<file path="config.mk">
export PLATFORM = sky130hd
export DESIGN_NAME = ordered_list_engine_flat
export DESIGN_NICKNAME = d
export VERILOG_FILES = /design/src/sv/ole_pkg.sv /design/src/sv/ole_cmd_if.sv /design/src/sv/ole_res_if.sv /design/src/sv/ole_cell.sv /design/src/sv/ordered_list_engine.sv /design/src/flat_wrapper.sv
export SDC_FILE = /design/constraint.sdc
export NUM_CORES = 1
export LEC_CHECK = 0
export BUFFER_PORTS_ARGS = -buffer_cell sky130_fd_sc_hd__buf_4
export CAP_MARGIN = 10
export CORE_MARGIN = 2
export CORE_UTILIZATION = 50
export CTS_BUF_LIST = sky130_fd_sc_hd__clkbuf_16
export DETAILED_ROUTE_END_ITERATION = 10
export PLACE_DENSITY = 0.66
export SYNTH_ARGS = -nofsm -noshare
export SYNTH_HDL_FRONTEND = slang
export SYNTH_SLANG_ARGS = --single-unit
</file>
<file path="constraint.sdc">
create_clock -name clk -period 24.3 [get_ports clk]
set_clock_uncertainty 0.2 [all_clocks]
set_input_delay 3.645 -clock clk [delete_from_list [all_inputs] [get_ports clk]]
set_output_delay 3.645 -clock clk [all_outputs]
set_load 0.03 [all_outputs]
</file>
<file path="src/sv/ole_pkg.sv">
// ----------------------------------------------------------------------------
// ole_pkg
// Shared types and codes for the ordered list engine: command and status
// codes, the cell data-select code and the per-cell control bundle.
// ----------------------------------------------------------------------------
package ole_pkg;

  localparam int DATA_W   = 32;
  localparam int CMD_W    = 3;
  localparam int STATUS_W = 3;

  // command codes carried by a request
  typedef enum logic [CMD_W-1:0] {
    CMD_INSERT  = 3'd0,
    CMD_SEARCH  = 3'd1,
    CMD_DELETE  = 3'd2,
    CMD_REVERSE = 3'd3,
    CMD_DISPLAY = 3'd4
  } cmd_t;

  // result status codes
  localparam logic [STATUS_W-1:0] ST_INSERTED  = 3'd0;
  localparam logic [STATUS_W-1:0] ST_FULL      = 3'd1;
  localparam logic [STATUS_W-1:0] ST_FOUND     = 3'd2;
  localparam logic [STATUS_W-1:0] ST_NOT_FOUND = 3'd3;
  localparam logic [STATUS_W-1:0] ST_DELETED   = 3'd4;
  localparam logic [STATUS_W-1:0] ST_EMPTY     = 3'd5;
  localparam logic [STATUS_W-1:0] ST_REVERSED  = 3'd6;
  localparam logic [STATUS_W-1:0] ST_ELEMENT   = 3'd7;

  // where a cell takes its next value from
  typedef enum logic [1:0] {
    SEL_HOLD  = 2'd0,
    SEL_LEFT  = 2'd1,  // neighbour towards the front (cell 0: the key)
    SEL_RIGHT = 2'd2,  // neighbour towards the back
    SEL_FRONT = 2'd3   // broadcast of cell 0
  } cell_sel_t;

  typedef struct packed {
    cell_sel_t sel;
    logic      cmp_en;  // capture key compare this cycle
    logic      valid;   // cell lies below the fill count
  } cell_ctl_t;

endpackage

</file>
<file path="src/sv/ole_cmd_if.sv">
// ----------------------------------------------------------------------------
// ole_cmd_if
// Command channel: valid/ready handshake with command code and operand.
// ----------------------------------------------------------------------------
interface ole_cmd_if import ole_pkg::*; ();

  logic                     valid;
  logic                     ready;
  logic [CMD_W-1:0]         cmd;
  logic signed [DATA_W-1:0] operand_value;

  modport source (output valid, output cmd, output operand_value, input ready);
  modport sink   (input valid, input cmd, input operand_value, output ready);

endinterface

</file>
<file path="src/sv/ole_res_if.sv">
// ----------------------------------------------------------------------------
// ole_res_if
// Result channel: valid/ready handshake with status, element and last flag.
// ----------------------------------------------------------------------------
interface ole_res_if import ole_pkg::*; ();

  logic                     valid;
  logic                     ready;
  logic [STATUS_W-1:0]      status;
  logic signed [DATA_W-1:0] element_value;
  logic                     last;

  modport source (output valid, output status, output element_value, output last,
                  input ready);
  modport sink   (input valid, input status, input element_value, input last,
                  output ready);

endinterface

</file>
<file path="src/sv/ole_cell.sv">
// ----------------------------------------------------------------------------
// ole_cell
// One list slot: holds a value, takes a neighbour's value on shifts, and
// compares against the broadcast key, feeding a front-to-back match chain.
// ----------------------------------------------------------------------------
module ole_cell import ole_pkg::*; (
  input  logic              clk,
  input  cell_ctl_t         ctl,
  input  logic [DATA_W-1:0] key,
  input  logic [DATA_W-1:0] left_value,
  input  logic [DATA_W-1:0] right_value,
  input  logic [DATA_W-1:0] front_value,
  input  logic              match_before,
  output logic [DATA_W-1:0] value,
  output logic              match_through
);

  logic match;

  always_ff @(posedge clk) begin
    case (ctl.sel)
      SEL_LEFT:  value <= left_value;
      SEL_RIGHT: value <= right_value;
      SEL_FRONT: value <= front_value;
      default:   value <= value;
    endcase
    if (ctl.cmp_en) begin
      match <= (value == key);
    end
  end

  // any valid hit at this slot or nearer the front
  assign match_through = match_before | (match & ctl.valid);

endmodule

</file>
<file path="src/sv/ordered_list_engine.sv">
// ----------------------------------------------------------------------------
// ordered_list_engine
// Bounded ordered list of signed 32-bit values held in a chain of cells.
// ----------------------------------------------------------------------------
// Usage:
//   cmd_chan carries one request: cmd (insert, search, delete, reverse,
//   display) and operand_value. res_chan returns result items: status,
//   element_value (only for display elements, else zero) and last, set on
//   the final result of each request.
//   Requests are taken one at a time; cmd_chan.ready is high only while the
//   engine is idle. Unused command codes are taken and dropped silently.
//   Search and delete register the per-cell compares before the result;
//   reverse makes one rotation of the cell chain per step; display gives
//   one element per cycle while the result register is free, and the chain
//   comes full circle.
//   A single-result request loads its result into the output reg on the
//   edge the engine returns to idle; display loads its last element there.
//   The result register decouples the channels: a finished result may wait
//   there while the next request is accepted. If the receiver stalls, a step
//   that loads the result register holds until it frees up; reverse rotation
//   steps carry on regardless.
//   Reset (rst, synchronous) empties the list and drops any pending result;
//   cell contents are not cleared, the fill count masks them.
// ----------------------------------------------------------------------------
module ordered_list_engine import ole_pkg::*; #(
  parameter int DEPTH = 16
) (
  input  logic      clk,
  input  logic      rst,
  ole_cmd_if.sink   cmd_chan,
  ole_res_if.source res_chan
);

  localparam int CNT_W = $clog2(DEPTH + 1);
  localparam int IDX_W = (DEPTH > 1) ? $clog2(DEPTH) : 1;

  typedef enum logic [2:0] {
    S_IDLE,
    S_INS,
    S_CMP,
    S_FIN,
    S_REV,
    S_DISP
  } state_t;

  state_t              state;
  logic [CMD_W-1:0]    cmd_q;
  logic [DATA_W-1:0]   key;
  logic [CNT_W-1:0]    count;
  logic [IDX_W-1:0]    rev_m;      // upper bound of the current rotate step
  logic [IDX_W-1:0]    disp_idx;

  logic                out_valid;
  logic [STATUS_W-1:0] out_status;
  logic [DATA_W-1:0]   out_value;
  logic                out_last;

  cell_ctl_t           ctl [DEPTH];
  logic [DATA_W-1:0]   cell_value [DEPTH];
  logic [DEPTH-1:0]    match_through;

  logic                can_emit;
  logic                emit;
  logic [STATUS_W-1:0] emit_status;
  logic [DATA_W-1:0]   emit_value;
  logic                emit_last;
  logic                full;
  logic                found;
  logic [IDX_W-1:0]    last_idx;

  assign can_emit = !out_valid || res_chan.ready;
  assign full     = (count == CNT_W'(DEPTH));
  assign found    = match_through[DEPTH-1];
  assign last_idx = IDX_W'(count - CNT_W'(1));

  // --------------------------------------------------------------------------
  // Cell chain
  // --------------------------------------------------------------------------
  for (genvar g = 0; g < DEPTH; g++) begin : g_cell
    logic [DATA_W-1:0] left_v;
    logic [DATA_W-1:0] right_v;
    logic              match_in;

    if (g == 0) begin : g_head
      assign left_v   = key;        // insert feeds the key into the front
      assign match_in = 1'b0;
    end else begin : g_body
      assign left_v   = cell_value[g-1];
      assign match_in = match_through[g-1];
    end

    if (g == DEPTH - 1) begin : g_tail
      assign right_v = cell_value[g];
    end else begin : g_inner
      assign right_v = cell_value[g+1];
    end

    ole_cell u_cell (
      .clk           (clk),
      .ctl           (ctl[g]),
      .key           (key),
      .left_value    (left_v),
      .right_value   (right_v),
      .front_value   (cell_value[0]),
      .match_before  (match_in),
      .value         (cell_value[g]),
      .match_through (match_through[g])
    );
  end

  // Per-cell selects: insert shifts back, delete closes the gap behind the
  // first hit, reverse and display rotate cell 0 to the end of a window.
  always_comb begin
    for (int i = 0; i < DEPTH; i++) begin
      ctl[i].valid  = (CNT_W'(i) < count);
      ctl[i].cmp_en = (state == S_CMP);
      ctl[i].sel    = SEL_HOLD;
      case (state)
        S_INS: begin
          if (can_emit && !full) ctl[i].sel = SEL_LEFT;
        end
        S_FIN: begin
          if (can_emit && cmd_q == CMD_DELETE && found && match_through[i]) begin
            ctl[i].sel = SEL_RIGHT;
          end
        end
        S_REV: begin
          if (rev_m != '0) begin
            if (IDX_W'(i) < rev_m)       ctl[i].sel = SEL_RIGHT;
            else if (IDX_W'(i) == rev_m) ctl[i].sel = SEL_FRONT;
          end
        end
        S_DISP: begin
          if (can_emit && count != '0) begin
            if (IDX_W'(i) < last_idx)       ctl[i].sel = SEL_RIGHT;
            else if (IDX_W'(i) == last_idx) ctl[i].sel = SEL_FRONT;
          end
        end
        default: ctl[i].sel = SEL_HOLD;
      endcase
    end
  end

  // --------------------------------------------------------------------------
  // Result generation
  // --------------------------------------------------------------------------
  always_comb begin
    emit        = 1'b0;
    emit_status = ST_EMPTY;
    emit_value  = '0;
    emit_last   = 1'b1;
    case (state)
      S_INS: begin
        emit        = can_emit;
        emit_status = full ? ST_FULL : ST_INSERTED;
      end
      S_FIN: begin
        emit = can_emit;
        if (cmd_q == CMD_SEARCH)  emit_status = found ? ST_FOUND : ST_NOT_FOUND;
        else if (count == '0)     emit_status = ST_EMPTY;
        else                      emit_status = found ? ST_DELETED : ST_NOT_FOUND;
      end
      S_REV: begin
        emit        = can_emit && (rev_m == '0);
        emit_status = ST_REVERSED;
      end
      S_DISP: begin
        emit = can_emit;
        if (count != '0) begin
          emit_status = ST_ELEMENT;
          emit_value  = cell_value[0];
          emit_last   = (disp_idx == last_idx);
        end
      end
      default: emit = 1'b0;
    endcase
  end

  // --------------------------------------------------------------------------
  // Sequencer and result register
  // --------------------------------------------------------------------------
  always_ff @(posedge clk) begin
    if (rst) begin
      state     <= S_IDLE;
      count     <= '0;
      out_valid <= 1'b0;
    end else begin
      if (emit) begin
        out_valid  <= 1'b1;
        out_status <= emit_status;
        out_value  <= emit_value;
        out_last   <= emit_last;
      end else if (res_chan.ready) begin
        out_valid <= 1'b0;
      end

      unique case (state)
        S_IDLE: begin
          if (cmd_chan.valid) begin
            cmd_q <= cmd_chan.cmd;
            key   <= cmd_chan.operand_value;
            unique case (cmd_chan.cmd) inside
              CMD_INSERT: state <= S_INS;
              CMD_SEARCH, CMD_DELETE: state <= S_CMP;
              CMD_REVERSE: begin
                rev_m <= (count == '0) ? '0 : last_idx;
                state <= S_REV;
              end
              CMD_DISPLAY: begin
                disp_idx <= '0;
                state    <= S_DISP;
              end
              default: state <= S_IDLE;
            endcase
          end
        end
        S_INS: begin
          if (can_emit) begin
            if (!full) count <= count + CNT_W'(1);
            state <= S_IDLE;
          end
        end
        S_CMP: state <= S_FIN;
        S_FIN: begin
          if (can_emit) begin
            if (cmd_q == CMD_DELETE && found) count <= count - CNT_W'(1);
            state <= S_IDLE;
          end
        end
        S_REV: begin
          if (rev_m != '0) begin
            rev_m <= rev_m - IDX_W'(1);
          end else if (can_emit) begin
            state <= S_IDLE;
          end
        end
        S_DISP: begin
          if (can_emit) begin
            if (count == '0 || disp_idx == last_idx) state <= S_IDLE;
            else disp_idx <= disp_idx + IDX_W'(1);
          end
        end
        default: state <= S_IDLE;
      endcase
    end
  end

  assign cmd_chan.ready         = (state == S_IDLE);
  assign res_chan.valid         = out_valid;
  assign res_chan.status        = out_status;
  assign res_chan.element_value = out_value;
  assign res_chan.last          = out_last;

endmodule

</file>
<file path="src/flat_wrapper.sv">
// flat-port wrapper written by rule: the top's interface ports become plain ports
module ordered_list_engine_flat import ole_pkg::*;
#(
  parameter int DEPTH = 16
)
  (clk, rst, cmd_chan_valid, cmd_chan_cmd, cmd_chan_operand_value, cmd_chan_ready, res_chan_valid, res_chan_status, res_chan_element_value, res_chan_last, res_chan_ready);
  ole_cmd_if cmd_chan_i ();
  ole_res_if res_chan_i ();
  input  logic clk;
  input  logic rst;
  input wire logic [$bits(cmd_chan_i.valid)-1:0] cmd_chan_valid;
  input wire logic [$bits(cmd_chan_i.cmd)-1:0] cmd_chan_cmd;
  input wire logic [$bits(cmd_chan_i.operand_value)-1:0] cmd_chan_operand_value;
  output wire logic [$bits(cmd_chan_i.ready)-1:0] cmd_chan_ready;
  output wire logic [$bits(res_chan_i.valid)-1:0] res_chan_valid;
  output wire logic [$bits(res_chan_i.status)-1:0] res_chan_status;
  output wire logic [$bits(res_chan_i.element_value)-1:0] res_chan_element_value;
  output wire logic [$bits(res_chan_i.last)-1:0] res_chan_last;
  input wire logic [$bits(res_chan_i.ready)-1:0] res_chan_ready;
  assign cmd_chan_i.valid = cmd_chan_valid;
  assign cmd_chan_i.cmd = cmd_chan_cmd;
  assign cmd_chan_i.operand_value = cmd_chan_operand_value;
  assign cmd_chan_ready = cmd_chan_i.ready;
  assign res_chan_valid = res_chan_i.valid;
  assign res_chan_status = res_chan_i.status;
  assign res_chan_element_value = res_chan_i.element_value;
  assign res_chan_last = res_chan_i.last;
  assign res_chan_i.ready = res_chan_ready;
  ordered_list_engine #(.DEPTH(DEPTH)) u_core (.clk(clk), .rst(rst), .cmd_chan(cmd_chan_i), .res_chan(res_chan_i));
endmodule
</file>
==> run metrics, run 1 <==
status completed; GRT overflow 0; RSZ-0062 raised after global routing false; CTS H-tree lvls 3; Post-synth EDFFs 607; Final Cycle Share 0.270; Yosys warnings 0; Initial Util 0.505; Mean Syn Cell Area 12.8 sq um; asr flop ratio synth 0; detailed-route DRC error count 0; nets 3009; maximum clock frequency 0.152 GHz; Clock transition at path regs 0.06 ns; HPWL Detailed 86100 um; detailed-route via count 24900; Layout fillers 6221; Seq/Total Area, Yosys 0.490; power per cell area 74.7 nW/um^2; crit path kind in2reg; total track usage 0.296; Routed Antenna Nets 0; Root Driver clkbuf_16; first-pass GRT wire length 170000 um; CORE AREA 74300 sq um; WL per Instance 29.3 um; Synth Register Bits 616; Final Wtd Congestion 0.951; vias per std cell 6.27; Detailed Routing Iterations Pass 1 6; setup_tns 0 ns; Die Y-Extent 278 um; antenna violations before repair 4; LEAKAGE 0.0152 uW; Max Cap Violations 0; Cells after Synth 2942; setup bufs post-CTS 0; Top Ports 77; layout cell share with drive strength beyond 1 0.234; hold_sp u_core.g_cell[1].u_cell.value[30]; cts bufs inserted 73; Worst Path Arrival 6.60 ns; post-synthesis instance area 37500 sq um; Crit path required time 24.33 ns; Die ar. 77300 sq um; Critical Path End Type flip-flop; measured slew at the worst slew-check pin 1.19 ns; Skew-Pair Late Insertion Delay 0.62 ns; Num Clock Sinks 616; Layout Cell Area excl Fill 41300 sq um; Fin. Hold Viols 0; Post-Synthesis Net Count 2993; worst path cell trace buf_4 -> nand2b_1 -> nand2_1 -> nor3_1 -> a221o_2 -> or2_2; clk buf depth 3; Die Wd 278 um; drt total wl 117000 um; Cell Rows 100; CTS tree built; final core occ 0.556; min Tclk post-route 6.57 ns; Max IR drop VDD 0.0000430 V; HP Class reg2reg; Yosys cell types 88; Initial DRC Count 2659; Power Total 3090 uW; commonest register cell after synthesis edfxtp_1; crit-path max cell delay 0.84 ns; Slowest cell on crit path a221o_2; post-cts hold buffer count 0; Setup-failing EPs final 0; critical path launch point res_chan_ready; Worst Path Max Fanout 33; Placed Area 39200 sq um; post-CTS sizing 0; Worst R2R Start u_core.count[1]; area grow syn2layout 10.1%; ANT cells 0; number of global-route vias before repair 25200; I/O Buffers 76; crit path launch type input port; worst rel slew slack 0.205; Max Transition Viols Final 0; largest net degree at the start of global routing 66
## per-layer routing
layer,track usage,vias to the layer above,part of all wire,routed length (um)
met1,0.398,12800,0.42,49500
met4,0.0861,0,0.027,3150
met2,0.474,1021,0.46,54100
met5,0,-,0,0
li1,-,10900,-,-
met3,0.0761,192,0.085,9920
## critical path, delay by kind of cell
kind	cells	cell delay (ns)
buf+inv	1	0.09
simple gates	4	1.95
compound gates	1	0.84
## cell usage in the layout, fill, tap and decap left out, types with 4 or more instances in the layout
cell type / n
nand2_1: 86
xor2_1: 517
buf_4: 183
o21ai_0: 35
o31a_1: 5
edfxtp_1: 607
o21ai_1: 56
mux2_1: 292
or2_1: 4
clkbuf_16: 76
nor2b_1: 7
a21oi_1: 84
and3_1: 33
a221o_2: 5
inv_1: 29
nor2_1: 114
mux2i_1: 129
xnor2_1: 9
mux2_2: 352
a211oi_4: 4
a221oi_4: 6
or2_2: 4
nand2b_1: 9
or3_1: 7
nand4_1: 35
mux2_4: 29
nor3_1: 15
ha_1: 11
nor4_1: 131
and2_1: 6
clkinv_2: 13
nand3_1: 4
clkinv_1: 14
dfxtp_1: 9
o21a_1: 8
## stage by stage
step,setup WS [ns],hold slack [ns],std cells
2_1_floorplan,13.96,0.360,2942
3_3_place_gp,17.26,0.390,3852
3_5_place_dp,17.15,0.397,3852
4_1_cts,17.78,0.415,3977
5_1_grt,17.55,0.439,3977
6_report,17.73,0.416,3977
## state kept, by name (all words and copies together) (netlist names)
signal and cells:
u_core.state 3, u_core.g_cell.u_cell.match 16, u_core.g_cell.left_v 32, u_core.res_chan.last 1
u_core.count 5, u_core.rev_m 4, u_core.disp_idx 4, u_core.cmd_q 3
u_core.g_cell.u_cell.value 512, u_core.res_chan.element_value 32, u_core.res_chan.valid 1, u_core.res_chan.status 3
## synthesized netlist by cell type, drive strengths merged, types with 35 or more instances
cell type	number	area, sq um
mux2	673	7690
edfxtp	607	18200
xor2	517	4530
clkbuf	152	571
nor4	133	845
mux2i	129	1290
nor2	116	443
o21ai	92	460
buf	90	546
a21oi	86	434
nand2	86	323
nand4	35	219
## where the power goes
group / total (uW) / internal, uW / switching [uW] / leakage (uW)
Sequential: 1430 / 1330 / 106 / 0.00565
Combinational: 644 / 251 / 393 / 0.00843
Clock: 1010 / 562 / 448 / 0.00112
## path summary, 6_finish.rpt
| kind | endpoint | slack (ns) | cells past startpoint |
|---|---|---|---|
| max | u_core.g_cell[5].u_cell.value[31] | 17.73 | 6 |
| min reg2reg | u_core.g_cell[2].u_cell.value[30] | 0.42 | 2 |
| min | u_core.g_cell[2].u_cell.value[30] | 0.42 | 2 |
| max reg2reg | u_core.g_cell[2].u_cell.value[15] | 19.39 | 9 |
## final cells by class
type	count	area, sq um	area share
clock buffer	76	1900	0.0460
timing repair buffer	183	1370	0.0332
clock inverter	49	221	0.00536
sequential	616	18400	0.445
multi-input combinational	2074	18200	0.440
tap	969	1210	0.0293
inverter	10	37.5	0.000908
## cell families (layout without fill, tap and decap cells)
family	after synthesis	count (layout)	share of synthesized area
muxes	802	802	0.239
DFF	616	616	0.490
xor gates and xnor gates	527	527	0.123
and+or+nand+nor	484	484	0.0691
buffers and inverters	252	318	0.0307
AOI/OAI and AO/OA	249	249	0.0432
adders and majority gates	12	12	0.00400
Note: power is estimated with default switching activity, not from simulation.
==> inputs of run 2 (changes only) <==
clock period = 6.15 ns   (was 24.3 ns; I/O delays follow)
==> run metrics, run 2 (same netlist as run 1, synthesis figures left out) <==
status completed; I/O Buffers 76 (unchanged); cts bufs inserted 73 (unchanged); Max Cap Violations 0 (unchanged); vias per std cell 6.27 (about the same); final hold slack 0.282 ns (-0.134 ns); Fin. Hold Viols 0 (unchanged); fraction of met1 tracks used by global routing 0.416 (+0.0190); GRT overflow 0 (unchanged); worst rel slew slack 0.292 (+0.0871); Layout fillers 6265 (+0.71%); met3 Track Usage GR 0.0641 (-0.0121); first-pass GRT wire length 172000 um (+1.2%); Root Driver clkbuf_16; Initial Util 0.505 (unchanged); sw frac 0.306 (-0.000569); final setup margin 1.36 ns (-16.37 ns); Critical Path End Type flip-flop; pre-CTS WS 1.40 ns (-15.75 ns); Skew-Pair Late Insertion Delay 0.62 ns (about the same); RSZ-0062 raised after global routing false; Crit path required time 6.24 ns (-18.09 ns); measured slew at the worst slew-check pin 1.06 ns (-0.131 ns); antenna violations before repair 3 (-1); Routed Antenna Nets 0 (unchanged); crit path launch type flip-flop; CORE AREA 74300 sq um (unchanged); crit path kind reg2reg; clk buf depth 3 (unchanged); Die Wd 278 um (unchanged); Worst Path Arrival 4.88 ns (-1.72 ns); P_sw 3810 uW (+300%); Max IR drop VDD 0.000175 V (+310%); Initial DRC Count 2755 (+3.6%); P_int 8650 uW (+300%); most common cell after layout, fill and taps aside edfxtp_1; number of global-route vias before repair 25100 (-0.51%); combinational power share 0.206 (-0.003); post-CTS sizing 0 (unchanged); Setup-failing EPs final 0 (unchanged); met2 usage 0.481 (+0.00628); setup_tns 0 ns (unchanged); power per cell area 300 nW/um^2 (+300%); maximum clock frequency 0.209 GHz; Max Transition Viols Final 0 (unchanged); Top Ports 77 (unchanged); worst reg2reg path depth 8 (-1); LEAKAGE 0.0153 uW (+0.74%); area grow syn2layout 10.7%; largest net degree at the start of global routing 66 (unchanged); busiest layer in global routing met2; Die Y-Extent 278 um (unchanged); CTS tree built; Cell Rows 100 (unchanged); Worst Path Max Fanout 22 (-33%); worst setup path endpoint u_core.g_cell[12].u_cell.value[29]; flop-to-flop setup slack 1.36 ns (-18.03 ns); CTS H-tree lvls 3 (unchanged); Clock transition at path regs 0.06 ns (about the same); Largest Register u_core.g_cell.u_cell.value; nets 3020 (+0.37%); Detailed Routing Iterations Pass 1 8 (+2); total track usage 0.300 (+0.00415); detailed-route via count 25000 (+0.47%); max reg flops 512 (unchanged); setup bufs post-CTS 0 (unchanged); Die ar. 77300 sq um (unchanged); Final Wtd Congestion 0.932 (-2.1%); worst hold stages 1 (-1); commonest non-fill, non-tap cells in the layout 607 x edfxtp_1, 517 x xor2_1, 352 x mux2_2; WL per Instance 29.4 um (+0.17%); HP Class in2reg; post-cts hold buffer count 0 (unchanged); HPWL Detailed 87300 um (+1.4%); Clock power frac 0.340 (+0.013); register share of total power 0.454 (-0.011); Final Cycle Share 0.778; reg2reg end u_core.g_cell[12].u_cell.value[29]; Worst R2R Start u_core.count[0]; layout cell share with drive strength beyond 1 0.239 (+0.00481); critical path launch point u_core.count[0]; drt total wl 117000 um (+0.68%); Num Clock Sinks 616 (unchanged); min Tclk post-route 4.79 ns; detailed-route DRC error count 0 (unchanged)
-- run 2: cell types whose count changed in the layout (fill, tap and decap cells not counted), sizes merged --
cell      previous run  this run
buf                183       194
diode                0         1
clkinvlp             1         2
inv                 30        26
clkinv              28        35
bufinv               0         4
-- run 2: per-layer routing --
layer  share of wire  vias to the layer above
met5               0                        -
li1                -                    10900
met4           0.022                        0
met1            0.42                    12900
met2            0.47                     1030
met3           0.084                      155
-- run 2: how the worst min path moves through the flow --
stage                                         to  slack (ns)                              start
6_report             u_core.g_cell[0].left_v[28]        0.28         cmd_chan_operand_value[28]
4_1_cts              u_core.g_cell[0].left_v[28]        0.25         cmd_chan_operand_value[28]
2_1_floorplan   u_core.g_cell[2].u_cell.value[0]        0.36   u_core.g_cell[1].u_cell.value[0]
3_3_place_gp   u_core.g_cell[2].u_cell.value[31]        0.38  u_core.g_cell[1].u_cell.value[31]
5_1_grt              u_core.g_cell[0].left_v[28]        0.27         cmd_chan_operand_value[28]
3_5_place_dp    u_core.g_cell[1].u_cell.value[4]        0.40   u_core.g_cell[2].u_cell.value[4]
-- run 2: area by class of cell --
cell class | count | area, sq um | area share
well taps | 969 | 1210 | 0.0292
diodes | 1 | 2.50 | 0.0000602
clock buffers | 76 | 1900 | 0.0458
repair buffers | 194 | 1460 | 0.0350
multi-input cells | 2074 | 18200 | 0.437
clock inverters | 57 | 373 | 0.00897
flip-flops and latches | 616 | 18400 | 0.443
inverters | 10 | 37.5 | 0.000903
-- run 2: worst max-delay path, stage by stage, from the launching register on --
cell	delay [ns]
dfxtp_1	0.90
inv_1	0.22
ha_1	0.41
and4bb_1	0.30
nor4_4	0.70
a221o_1	0.33
buf_4	0.33
or2_1	0.67
buf_4	0.38
-- run 2: power groups by stage --
| stage | clock (uW) | sequential, uW | combinational, uW |
|---|---|---|---|
| 6_report | 4230 | 5660 | 2570 |
| 5_1_grt | 4420 | 5690 | 2730 |
| 4_1_cts | 4270 | 5650 | 2530 |
| 3_5_place_dp | 0 | 5730 | 2510 |
| 3_3_place_gp | 0 | 5720 | 2450 |
| 2_1_floorplan | 0 | 5610 | 1680 |
-- run 2: metrics by stage --
stage,utilization,cell area [sq um],std cells,power (uW)
floorplan,-,37500,2942,7290
global placement,0.529,39300,3863,8180
detailed placement,0.529,39300,3863,8250
CTS,0.559,41600,3996,12500
global route,0.559,41600,3996,12800
finish,0.559,41600,3997,12500
